`config.mk`:
```
export PLATFORM = sky130hd
export DESIGN_NAME = numeric_literal_scanner
export DESIGN_NICKNAME = d
export VERILOG_FILES = /design/src/rtl/nlscan_pkg.sv /design/src/rtl/numeric_literal_scanner.sv /design/src/rtl/nlscan_in_reg.sv /design/src/rtl/nlscan_core.sv /design/src/rtl/nlscan_out_reg.sv
export SDC_FILE = /design/constraint.sdc
export NUM_CORES = 1
export LEC_CHECK = 0
export ABC_CLOCK_PERIOD_IN_PS = 9400
export BUFFER_PORTS_ARGS = -buffer_cell sky130_fd_sc_hd__buf_2
export CAP_MARGIN = 20
export CORE_ASPECT_RATIO = 0.5
export CORE_MARGIN = 5
export CORE_UTILIZATION = 25
export CTS_CLUSTER_DIAMETER = 50
export DETAILED_ROUTE_END_ITERATION = 16
export PLACE_DENSITY = 0.43
export SLEW_MARGIN = 20
export SYNTH_ARGS = -nofsm -noshare
export SYNTH_HDL_FRONTEND = slang
export SYNTH_SLANG_ARGS = --single-unit
export TNS_END_PERCENT = 5
```
`constraint.sdc`:
```
create_clock -name clk -period 9.4 [get_ports clk]
set_input_delay 1.41 -clock clk [delete_from_list [all_inputs] [get_ports clk]]
set_output_delay 1.41 -clock clk [all_outputs]
set_load 0.1 [all_outputs]
```
`src/rtl/nlscan_pkg.sv`:
```
// nlscan_pkg: shared widths, result kind codes and the result record
// for the numeric literal scanner; no dependencies
`timescale 1ns / 1ps
`default_nettype none

package nlscan_pkg;

  // field widths
  localparam int LINE_BITS   = 16;
  localparam int LENGTH_BITS = 8;
  localparam int VALUE_BITS  = 63;

  // result kinds
  localparam logic [1:0] K_INT  = 2'd0;
  localparam logic [1:0] K_REAL = 2'd1;
  localparam logic [1:0] K_DOT  = 2'd2;
  localparam logic [1:0] K_EXP  = 2'd3;

  // one character request held in the input register
  typedef struct packed {
    logic [7:0] ch;
    logic       end_of_text;
  } item_t;

  // one result
  typedef struct packed {
    logic [1:0]             kind;
    logic [LINE_BITS-1:0]   line;
    logic [VALUE_BITS-1:0]  int_value;
    logic                   overflow;
    logic [LENGTH_BITS-1:0] length;
  } res_t;

endpackage

`default_nettype wire

```
`src/rtl/numeric_literal_scanner.sv`:
```
// numeric_literal_scanner: top level, joins input register, scanner core
// and result register; depends on nlscan_pkg and the nlscan_* modules
//
// Usage
// - input channel: in_valid/in_ready with ch and end_of_text; one request is
//   one text character, or end of text (flushes a pending literal, ch unused)
// - output channel: out_valid/out_ready with kind, line, int_value, overflow
//   and length; a request gives zero or one result
// - throughput: one character per cycle while the result register has room;
//   the whole scan step (state machine, times-ten accumulate with saturation,
//   counters) is combinational from the input register to the result register
// - path: the accepting edge loads the input register, and the held
//   character's result, if any, is loaded into the result register when
//   that register has room, which raises out_valid
// - reset: rst is synchronous; scanner goes to skipping state, line count
//   to one, both registers empty
// - stall: while a result waits for out_ready, the held character waits in
//   the input register and in_ready drops once that register is full;
//   nothing is lost or repeated
`timescale 1ns / 1ps
`default_nettype none

module numeric_literal_scanner (
  input  wire logic                               clk,
  input  wire logic                               rst,
  input  wire logic                               in_valid,
  output logic                                    in_ready,
  input  wire logic [7:0]                         ch,
  input  wire logic                               end_of_text,
  output logic                                    out_valid,
  input  wire logic                               out_ready,
  output logic [1:0]                              kind,
  output logic [nlscan_pkg::LINE_BITS-1:0]        line,
  output logic [nlscan_pkg::VALUE_BITS-1:0]       int_value,
  output logic                                    overflow,
  output logic [nlscan_pkg::LENGTH_BITS-1:0]      length
);
  import nlscan_pkg::*;

  item_t in_item, held_item;
  logic  held_valid, fire, emit;
  res_t  core_res, res_q;

  assign in_item.ch          = ch;
  assign in_item.end_of_text = end_of_text;

  // held request moves on when the result register has room
  assign fire = held_valid && (!out_valid || out_ready);

  nlscan_in_reg u_in (
    .clk        (clk),
    .rst        (rst),
    .in_valid   (in_valid),
    .in_ready   (in_ready),
    .in_item    (in_item),
    .fire       (fire),
    .held_valid (held_valid),
    .held_item  (held_item)
  );

  nlscan_core u_core (
    .clk  (clk),
    .rst  (rst),
    .fire (fire),
    .item (held_item),
    .emit (emit),
    .res  (core_res)
  );

  nlscan_out_reg u_out (
    .clk       (clk),
    .rst       (rst),
    .load      (fire && emit),
    .res_in    (core_res),
    .out_ready (out_ready),
    .out_valid (out_valid),
    .res_q     (res_q)
  );

  // result fields to ports
  assign kind      = res_q.kind;
  assign line      = res_q.line;
  assign int_value = res_q.int_value;
  assign overflow  = res_q.overflow;
  assign length    = res_q.length;

endmodule

`default_nettype wire

```
`src/rtl/nlscan_in_reg.sv`:
```
// nlscan_in_reg: input register for character requests
// depends on nlscan_pkg
`timescale 1ns / 1ps
`default_nettype none

module nlscan_in_reg (
  input  wire logic          clk,
  input  wire logic          rst,
  input  wire logic          in_valid,
  output logic               in_ready,
  input  wire nlscan_pkg::item_t in_item,
  input  wire logic          fire,
  output logic               held_valid,
  output nlscan_pkg::item_t  held_item
);
  import nlscan_pkg::*;

  // room when empty or the held request moves on this cycle
  assign in_ready = !held_valid || fire;

  // valid flag
  always_ff @(posedge clk) begin
    if (rst) begin
      held_valid <= 1'b0;
    end else if (in_ready) begin
      held_valid <= in_valid;
    end
  end

  // payload
  always_ff @(posedge clk) begin
    if (in_valid && in_ready) begin
      held_item <= in_item;
    end
  end

endmodule

`default_nettype wire

```
`src/rtl/nlscan_core.sv`:
```
// nlscan_core: literal recognition state machine, times-ten accumulator,
// line and length counters; depends on nlscan_pkg
`timescale 1ns / 1ps
`default_nettype none

module nlscan_core (
  input  wire logic              clk,
  input  wire logic              rst,
  input  wire logic              fire,
  input  wire nlscan_pkg::item_t item,
  output logic                   emit,
  output nlscan_pkg::res_t       res
);
  import nlscan_pkg::*;

  // scan states
  localparam logic [2:0] ST_SKIP = 3'd0;
  localparam logic [2:0] ST_INT  = 3'd1;
  localparam logic [2:0] ST_DOTP = 3'd2;
  localparam logic [2:0] ST_FRAC = 3'd3;
  localparam logic [2:0] ST_EXPS = 3'd4;
  localparam logic [2:0] ST_SIGN = 3'd5;
  localparam logic [2:0] ST_EXPD = 3'd6;

  // characters of interest
  localparam logic [7:0] CH_DOT   = 8'h2e;
  localparam logic [7:0] CH_EUP   = 8'h45;
  localparam logic [7:0] CH_ELO   = 8'h65;
  localparam logic [7:0] CH_PLUS  = 8'h2b;
  localparam logic [7:0] CH_MINUS = 8'h2d;
  localparam logic [7:0] CH_ZERO  = 8'h30;
  localparam logic [7:0] CH_NINE  = 8'h39;
  localparam logic [7:0] CH_NL    = 8'h0a;

  // length steps
  localparam logic [LENGTH_BITS:0] LEN_ONE = (LENGTH_BITS+1)'(1);
  localparam logic [LENGTH_BITS:0] LEN_TWO = (LENGTH_BITS+1)'(2);

  localparam logic [VALUE_BITS-1:0] VALUE_MAX = '1;
  // largest accumulator that can still take a digit without passing the maximum
  localparam logic [VALUE_BITS-1:0] LIMIT_LO = (VALUE_MAX - 63'd7) / 63'd10;
  localparam logic [VALUE_BITS-1:0] LIMIT_HI = (VALUE_MAX - 63'd9) / 63'd10;

  logic [2:0]             scan_state, scan_state_next;
  logic [LINE_BITS-1:0]   line_count, line_count_next;
  logic [VALUE_BITS-1:0]  value_accum, value_accum_next;
  logic                   value_saturated, value_saturated_next;
  logic [LENGTH_BITS-1:0] literal_length, literal_length_next;

  logic                   is_dig, is_dot, is_e, is_sign;
  logic [3:0]             digit;
  logic [VALUE_BITS-1:0]  limit, times_ten;
  logic [LENGTH_BITS:0]   len_sum;
  logic [LENGTH_BITS:0]   len_inc;
  logic [LENGTH_BITS-1:0] len_grown;
  logic                   take_digit;
  logic [1:0]             emit_kind;

  // character classes; end of text reads as whitespace
  assign is_dig  = !item.end_of_text && item.ch >= CH_ZERO && item.ch <= CH_NINE;
  assign is_dot  = !item.end_of_text && item.ch == CH_DOT;
  assign is_e    = !item.end_of_text && (item.ch == CH_EUP || item.ch == CH_ELO);
  assign is_sign = !item.end_of_text && (item.ch == CH_PLUS || item.ch == CH_MINUS);
  assign digit   = item.ch[3:0];

  // saturating accumulate of one decimal digit
  assign limit     = (digit >= 4'd8) ? LIMIT_HI : LIMIT_LO;
  assign times_ten = {value_accum[VALUE_BITS-4:0], 3'b000}
                   + {value_accum[VALUE_BITS-2:0], 1'b0}
                   + {{(VALUE_BITS-4){1'b0}}, digit};

  // saturating length growth
  assign len_sum   = {1'b0, literal_length} + len_inc;
  assign len_grown = len_sum[LENGTH_BITS] ? '1 : len_sum[LENGTH_BITS-1:0];

  // next state
  always_comb begin
    scan_state_next      = scan_state;
    value_accum_next     = value_accum;
    value_saturated_next = value_saturated;
    literal_length_next  = literal_length;
    len_inc              = '0;
    take_digit           = 1'b0;
    emit                 = 1'b0;
    emit_kind            = K_INT;
    unique case (scan_state)
      ST_SKIP: begin
        if (is_dig) begin
          scan_state_next      = ST_INT;
          value_accum_next     = {{(VALUE_BITS-4){1'b0}}, digit};
          value_saturated_next = 1'b0;
          literal_length_next  = {{(LENGTH_BITS-1){1'b0}}, 1'b1};
        end
      end
      ST_INT: begin
        if (is_dig) begin
          take_digit = 1'b1;
          len_inc    = LEN_ONE;
        end else if (is_dot) begin
          scan_state_next = ST_DOTP;
        end else if (is_e) begin
          len_inc         = LEN_ONE;
          scan_state_next = ST_EXPS;
        end else begin
          emit = 1'b1;
        end
      end
      ST_DOTP: begin
        if (is_dig) begin
          len_inc         = LEN_TWO;
          scan_state_next = ST_FRAC;
        end else begin
          emit = 1'b1;
        end
      end
      ST_FRAC: begin
        if (is_dig) begin
          len_inc = LEN_ONE;
        end else if (is_dot) begin
          len_inc   = LEN_ONE;
          emit      = 1'b1;
          emit_kind = K_DOT;
        end else if (is_e) begin
          len_inc         = LEN_ONE;
          scan_state_next = ST_EXPS;
        end else begin
          emit      = 1'b1;
          emit_kind = K_REAL;
        end
      end
      ST_EXPS: begin
        if (is_e) begin
          len_inc   = LEN_ONE;
          emit      = 1'b1;
          emit_kind = K_EXP;
        end else if (is_sign) begin
          len_inc         = LEN_ONE;
          scan_state_next = ST_SIGN;
        end else if (is_dig) begin
          len_inc         = LEN_ONE;
          scan_state_next = ST_EXPD;
        end else begin
          emit      = 1'b1;
          emit_kind = K_EXP;
        end
      end
      ST_SIGN: begin
        if (is_sign) begin
          len_inc   = LEN_ONE;
          emit      = 1'b1;
          emit_kind = K_EXP;
        end else if (is_dig) begin
          len_inc         = LEN_ONE;
          scan_state_next = ST_EXPD;
        end else begin
          emit      = 1'b1;
          emit_kind = K_EXP;
        end
      end
      ST_EXPD: begin
        if (is_dig) begin
          len_inc = LEN_ONE;
        end else if (is_e) begin
          len_inc   = LEN_ONE;
          emit      = 1'b1;
          emit_kind = K_EXP;
        end else begin
          emit      = 1'b1;
          emit_kind = K_REAL;
        end
      end
      default: begin
        scan_state_next = ST_SKIP;
      end
    endcase

    if (scan_state != ST_SKIP) begin
      literal_length_next = len_grown;
    end
    if (take_digit && !value_saturated) begin
      if (value_accum > limit) begin
        value_accum_next     = VALUE_MAX;
        value_saturated_next = 1'b1;
      end else begin
        value_accum_next = times_ten;
      end
    end
    if (emit) begin
      scan_state_next = ST_SKIP;
    end
  end

  // newline advances the line, saturating
  always_comb begin
    line_count_next = line_count;
    if (!item.end_of_text && item.ch == CH_NL && line_count != '1) begin
      line_count_next = line_count + 1'b1;
    end
  end

  // result fields, line taken before any newline advance
  always_comb begin
    res.kind      = emit_kind;
    res.line      = line_count;
    res.int_value = (emit_kind == K_INT) ? value_accum : '0;
    res.overflow  = (emit_kind == K_INT) && value_saturated;
    res.length    = literal_length_next;
  end

  // state registers
  always_ff @(posedge clk) begin
    if (rst) begin
      scan_state      <= ST_SKIP;
      line_count      <= {{(LINE_BITS-1){1'b0}}, 1'b1};
      value_accum     <= '0;
      value_saturated <= 1'b0;
      literal_length  <= '0;
    end else if (fire) begin
      scan_state      <= scan_state_next;
      line_count      <= line_count_next;
      value_accum     <= value_accum_next;
      value_saturated <= value_saturated_next;
      literal_length  <= literal_length_next;
    end
  end

endmodule

`default_nettype wire

```
`src/rtl/nlscan_out_reg.sv`:
```
// nlscan_out_reg: result register between the scanner and the receiver
// depends on nlscan_pkg
`timescale 1ns / 1ps
`default_nettype none

module nlscan_out_reg (
  input  wire logic             clk,
  input  wire logic             rst,
  input  wire logic             load,
  input  wire nlscan_pkg::res_t res_in,
  input  wire logic             out_ready,
  output logic                  out_valid,
  output nlscan_pkg::res_t      res_q
);
  import nlscan_pkg::*;

  // valid flag
  always_ff @(posedge clk) begin
    if (rst) begin
      out_valid <= 1'b0;
    end else if (load) begin
      out_valid <= 1'b1;
    end else if (out_ready) begin
      out_valid <= 1'b0;
    end
  end

  // payload
  always_ff @(posedge clk) begin
    if (load) begin
      res_q <= res_in;
    end
  end

endmodule

`default_nettype wire

```
==> impl_metrics.csv <==
group,metric,value,unit
critical_path,arrival,4.63,ns
critical_path,worst_setup_path_start_kind,"flop",
floorplanning,ioPinCount,105,
critical_path,r2r_end,"u_core.value_accum[62]",
synth,yosys_register_bits,192,
synth,synth_area,0.0123,mm²
clock_tree,cts_resized,0,
sta,setup_viol,0,
placed_design,place_hpwl,24800,µm
clock_tree,post-cts-setup-buffers,0,
final_layout,multiInputGateArea,0.00711,mm²
synth,yosysTopAreaCellShare,24.2,%
clock_tree,clk_path_buf_depth,2,
floorplanning,fp.dieW,323,µm
route,drt_first_iter_violations,656,
pwr,leakage,0.00632,µW
critical_path,path_max_fanout,9,
pwr,p_sw,393,µW
final_layout,area_delta_synth_final,14.3,%
sta,tns,0,ns
critical_path,reg2regPathDepth,12,
synth,ys_types,81,
placed_design,io_buffers,104,
clock_tree,numCtsBuffers,17,
floorplanning,rows,57,
global_routing,gr-total-overflow,0,
global_routing,grt_pass1_wl,56100,µm
final_layout,diodes,0,
clock_tree,path_clk_slew,0.08,ns
route,viasPerCell,4.83,
synth,synth_nets,1477,
min_path,hold_depth,0,
floorplanning,die_h,167,µm
route,avgRoutedWirePerCell,16.6,µm
placed_design,routabilityCongestion,0.818,
floorplanning,die_area,0.0539,mm²
route,antenna_left,0,
synth,synth_edf_count,99,
critical_path,cp_slowest_cell,"fa_1",
sta,skew,0.0127,ns
sta,rsz0062_at_grt,"no",
floorplanning,start_util,25.3,%
global_routing,grtUsageTotal,12.9,%
critical_path,r2r_start,"u_in.held_item[4]",
min_path,hold_start,"u_core.line_count[11]",
pwr,switching_share,23.8,%
route,drt-total-wl,34400,µm
route,drc,0,
pwr,pwr-share-clk,44.8,%
critical_path,critPathKind,"flop to flop",
route,vias,9966,
synth,yosysSeqAreaShare,39.4,%
final_layout,register_area,0.00483,mm²
synth,synthCells,1335,
critical_path,cp_data_required_time,9.75,ns
min_path,hold_class,"flop to flop",
synth,ys.flop_type,"edfxtp_1",
pwr,ir_drop,0.0000893,V
clock_tree,htree_levels,4,
min_path,whs_endpoint,"u_out.res_q[83]",
critical_path,r2r_slack,5.12,ns
sta,slew_headroom,45.2,%
sta,worstMarginPinSlew,0.815,ns
clock_tree,ctsHoldBuffers,0,
synth,avgSynthCellArea,9.19,µm²
sta,period_needed,4.28,ns
final_layout,nets,1545,
synth,async_flop_share,0,%
pwr,total_power,1650,µW
pwr,internal-power,1260,µW
floorplanning,coreArea,0.0485,mm²
synth,yosys_warnings,0,
synth,synthTopCellsByArea,"edfxtp_1 (24%), dfxtp_1 (15%), ha_1 (13%)",
job,drv_cap,0,
clock_tree,clkLatencyLatePin,0.46,ns
clock_tree,cts.sinks,192,
sta,fmax,234,MHz
synth,synth_top_cell_by_area,"edfxtp_1",
route,dr.pass1.iters,5,
clock_tree,root_buffer,"clkbuf_16",
pwr,p_seq_share,53.4,%
critical_path,crit_path_end_kind,"flop",
sta,fin_crit_sh,45.5,%
global_routing,grt_max_degree,71,
sta,hold_violations,0,
clock_tree,cts_tree,"built",
global_routing,grt_pass1_vias,9817,
run_status,outcome,"complete, no violations",
global_routing,antenna_found_initial,0,
pwr,comb_power_share,1.8,%
critical_path,cpPeakStageDelay,0.58,ns
final_layout,drive_gt1_share,12.4,%
pwr,power.density,118,mW/mm²
sta,slew_violations,0,
final_layout,fillers,5228,
critical_path,path_cells,"fa_1, fa_1, a21o_1, o21ai_0, a21oi_1, o211a_1, o2111ai_1, a21oi_1, o31ai_1, o31ai_1, xnor2_1, o21a_1",
-- area by class of cell --
type | count | share of cell area, %
clock buffers | 19 | 3.31
clock inverters | 13 | 0.812
inverters | 24 | 0.643
multi-input cells | 1055 | 50.8
flip-flops and latches | 192 | 34.5
well taps | 649 | 5.79
repair buffers | 113 | 4.20
-- synthesized netlist by cell type (all sizes together) (12+ instances only) --
library cell    n
a211oi         17
a21o           42
a21oi         133
a31oi          13
and2           72
and3           12
clkbuf         58
dfxtp          93
edfxtp         99
ha            126
inv            24
nand2         153
nand3          21
nand4          20
nor2           93
nor3           23
o21ai         107
or3            15
xnor2          45
xor2           22
-- worst max-delay path, delay by kind of cell, from the launching register on --
kind | cells | cell delay (ns)
flops | 1 | 0.56
xor+xnor | 1 | 0.15
compound gates | 9 | 2.41
fa+ha+maj | 2 | 1.06
-- registers in the layout, summed over array words and instances (netlist names) --
| name | count |
|---|---|
| u_out.res_q | 90 |
| u_core.value_accum | 63 |
| u_core.line_count | 16 |
| u_in.held_item | 9 |
| u_core.literal_length | 8 |
| u_core.scan_state | 3 |
| u_core.value_saturated | 1 |
| u_in.held_valid | 1 |
| u_out.out_valid | 1 |
-- power by group through the flow --
stage / Combinational [µW] / Clock (µW) / Sequential (µW)
floorplan: 19.1 / 0 / 901
global placement: 30.0 / 0 / 902
detailed placement: 30.5 / 0 / 902
CTS: 30.7 / 762 / 883
global route: 33.5 / 804 / 884
finish: 29.7 / 740 / 883
-- routing by layer --
metal	vias to the layer above	global-route usage (%)	wire length, µm
met5	-	0	0
met3	24	2.05	762
met4	0	2.89	473
met1	4803	18.0	17400
li1	5025	-	-
met2	114	20.9	15700
-- placed cells by master, fill, tap and decap left out, drive strengths merged, types with 21 or more instances in the layout --
cell type,netlist,final
o21ai,107,107
and2,72,72
nor3,23,23
dfxtp,93,93
nand3,21,21
xor2,22,22
a21o,42,42
edfxtp,99,99
xnor2,45,45
inv,24,33
buf,6,113
a21oi,133,133
nand2,153,153
nor2,93,93
ha,126,126
-- kinds of logic (layout without fill, tap and decap cells) --
logic type	count (synthesis)	count (layout)	share of synthesized area (%)
AO/OA/AOI/OAI	396	396	20.5
buffers and inverters	88	169	2.79
flip-flops	192	192	39.4
multiplexers	5	5	0.449
XOR/XNOR	67	67	4.78
AND/OR/NAND/NOR	458	458	18.8
adder cells (fa/ha/maj)	129	129	13.3
-- how the worst max path moves through the flow --
stage / slack, ns / end / start / depth (start not counted)
6_report: 5.12 / u_core.value_accum[62] / u_in.held_item[4] / 12
5_1_grt: 4.85 / u_core.value_accum[62] / u_in.held_item[4] / 12
4_1_cts: 5.17 / u_core.value_accum[62] / u_in.held_item[4] / 12
3_5_place_dp: 5.19 / u_core.value_accum[62] / u_in.held_item[4] / 12
3_3_place_gp: 5.31 / u_core.value_accum[55] / u_in.held_item[4] / 12
2_1_floorplan: 4.80 / u_out.res_q[0] / out_ready / 4
-- per-stage QoR --
step           area, µm²  cells  setup slack [ns]  hold WS (ns)  utilization, %
2_1_floorplan      12300   1335              4.80         0.431               -
3_3_place_gp       13400   2033              5.31         0.466            27.7
3_5_place_dp       13400   2033              5.19         0.460            27.7
4_1_cts            14000   2065              5.17         0.479            28.9
5_1_grt            14000   2065              4.85         0.506            28.9
6_report           14000   2065              5.12         0.482            28.9
Note: power is estimated with default switching activity, not from simulation.
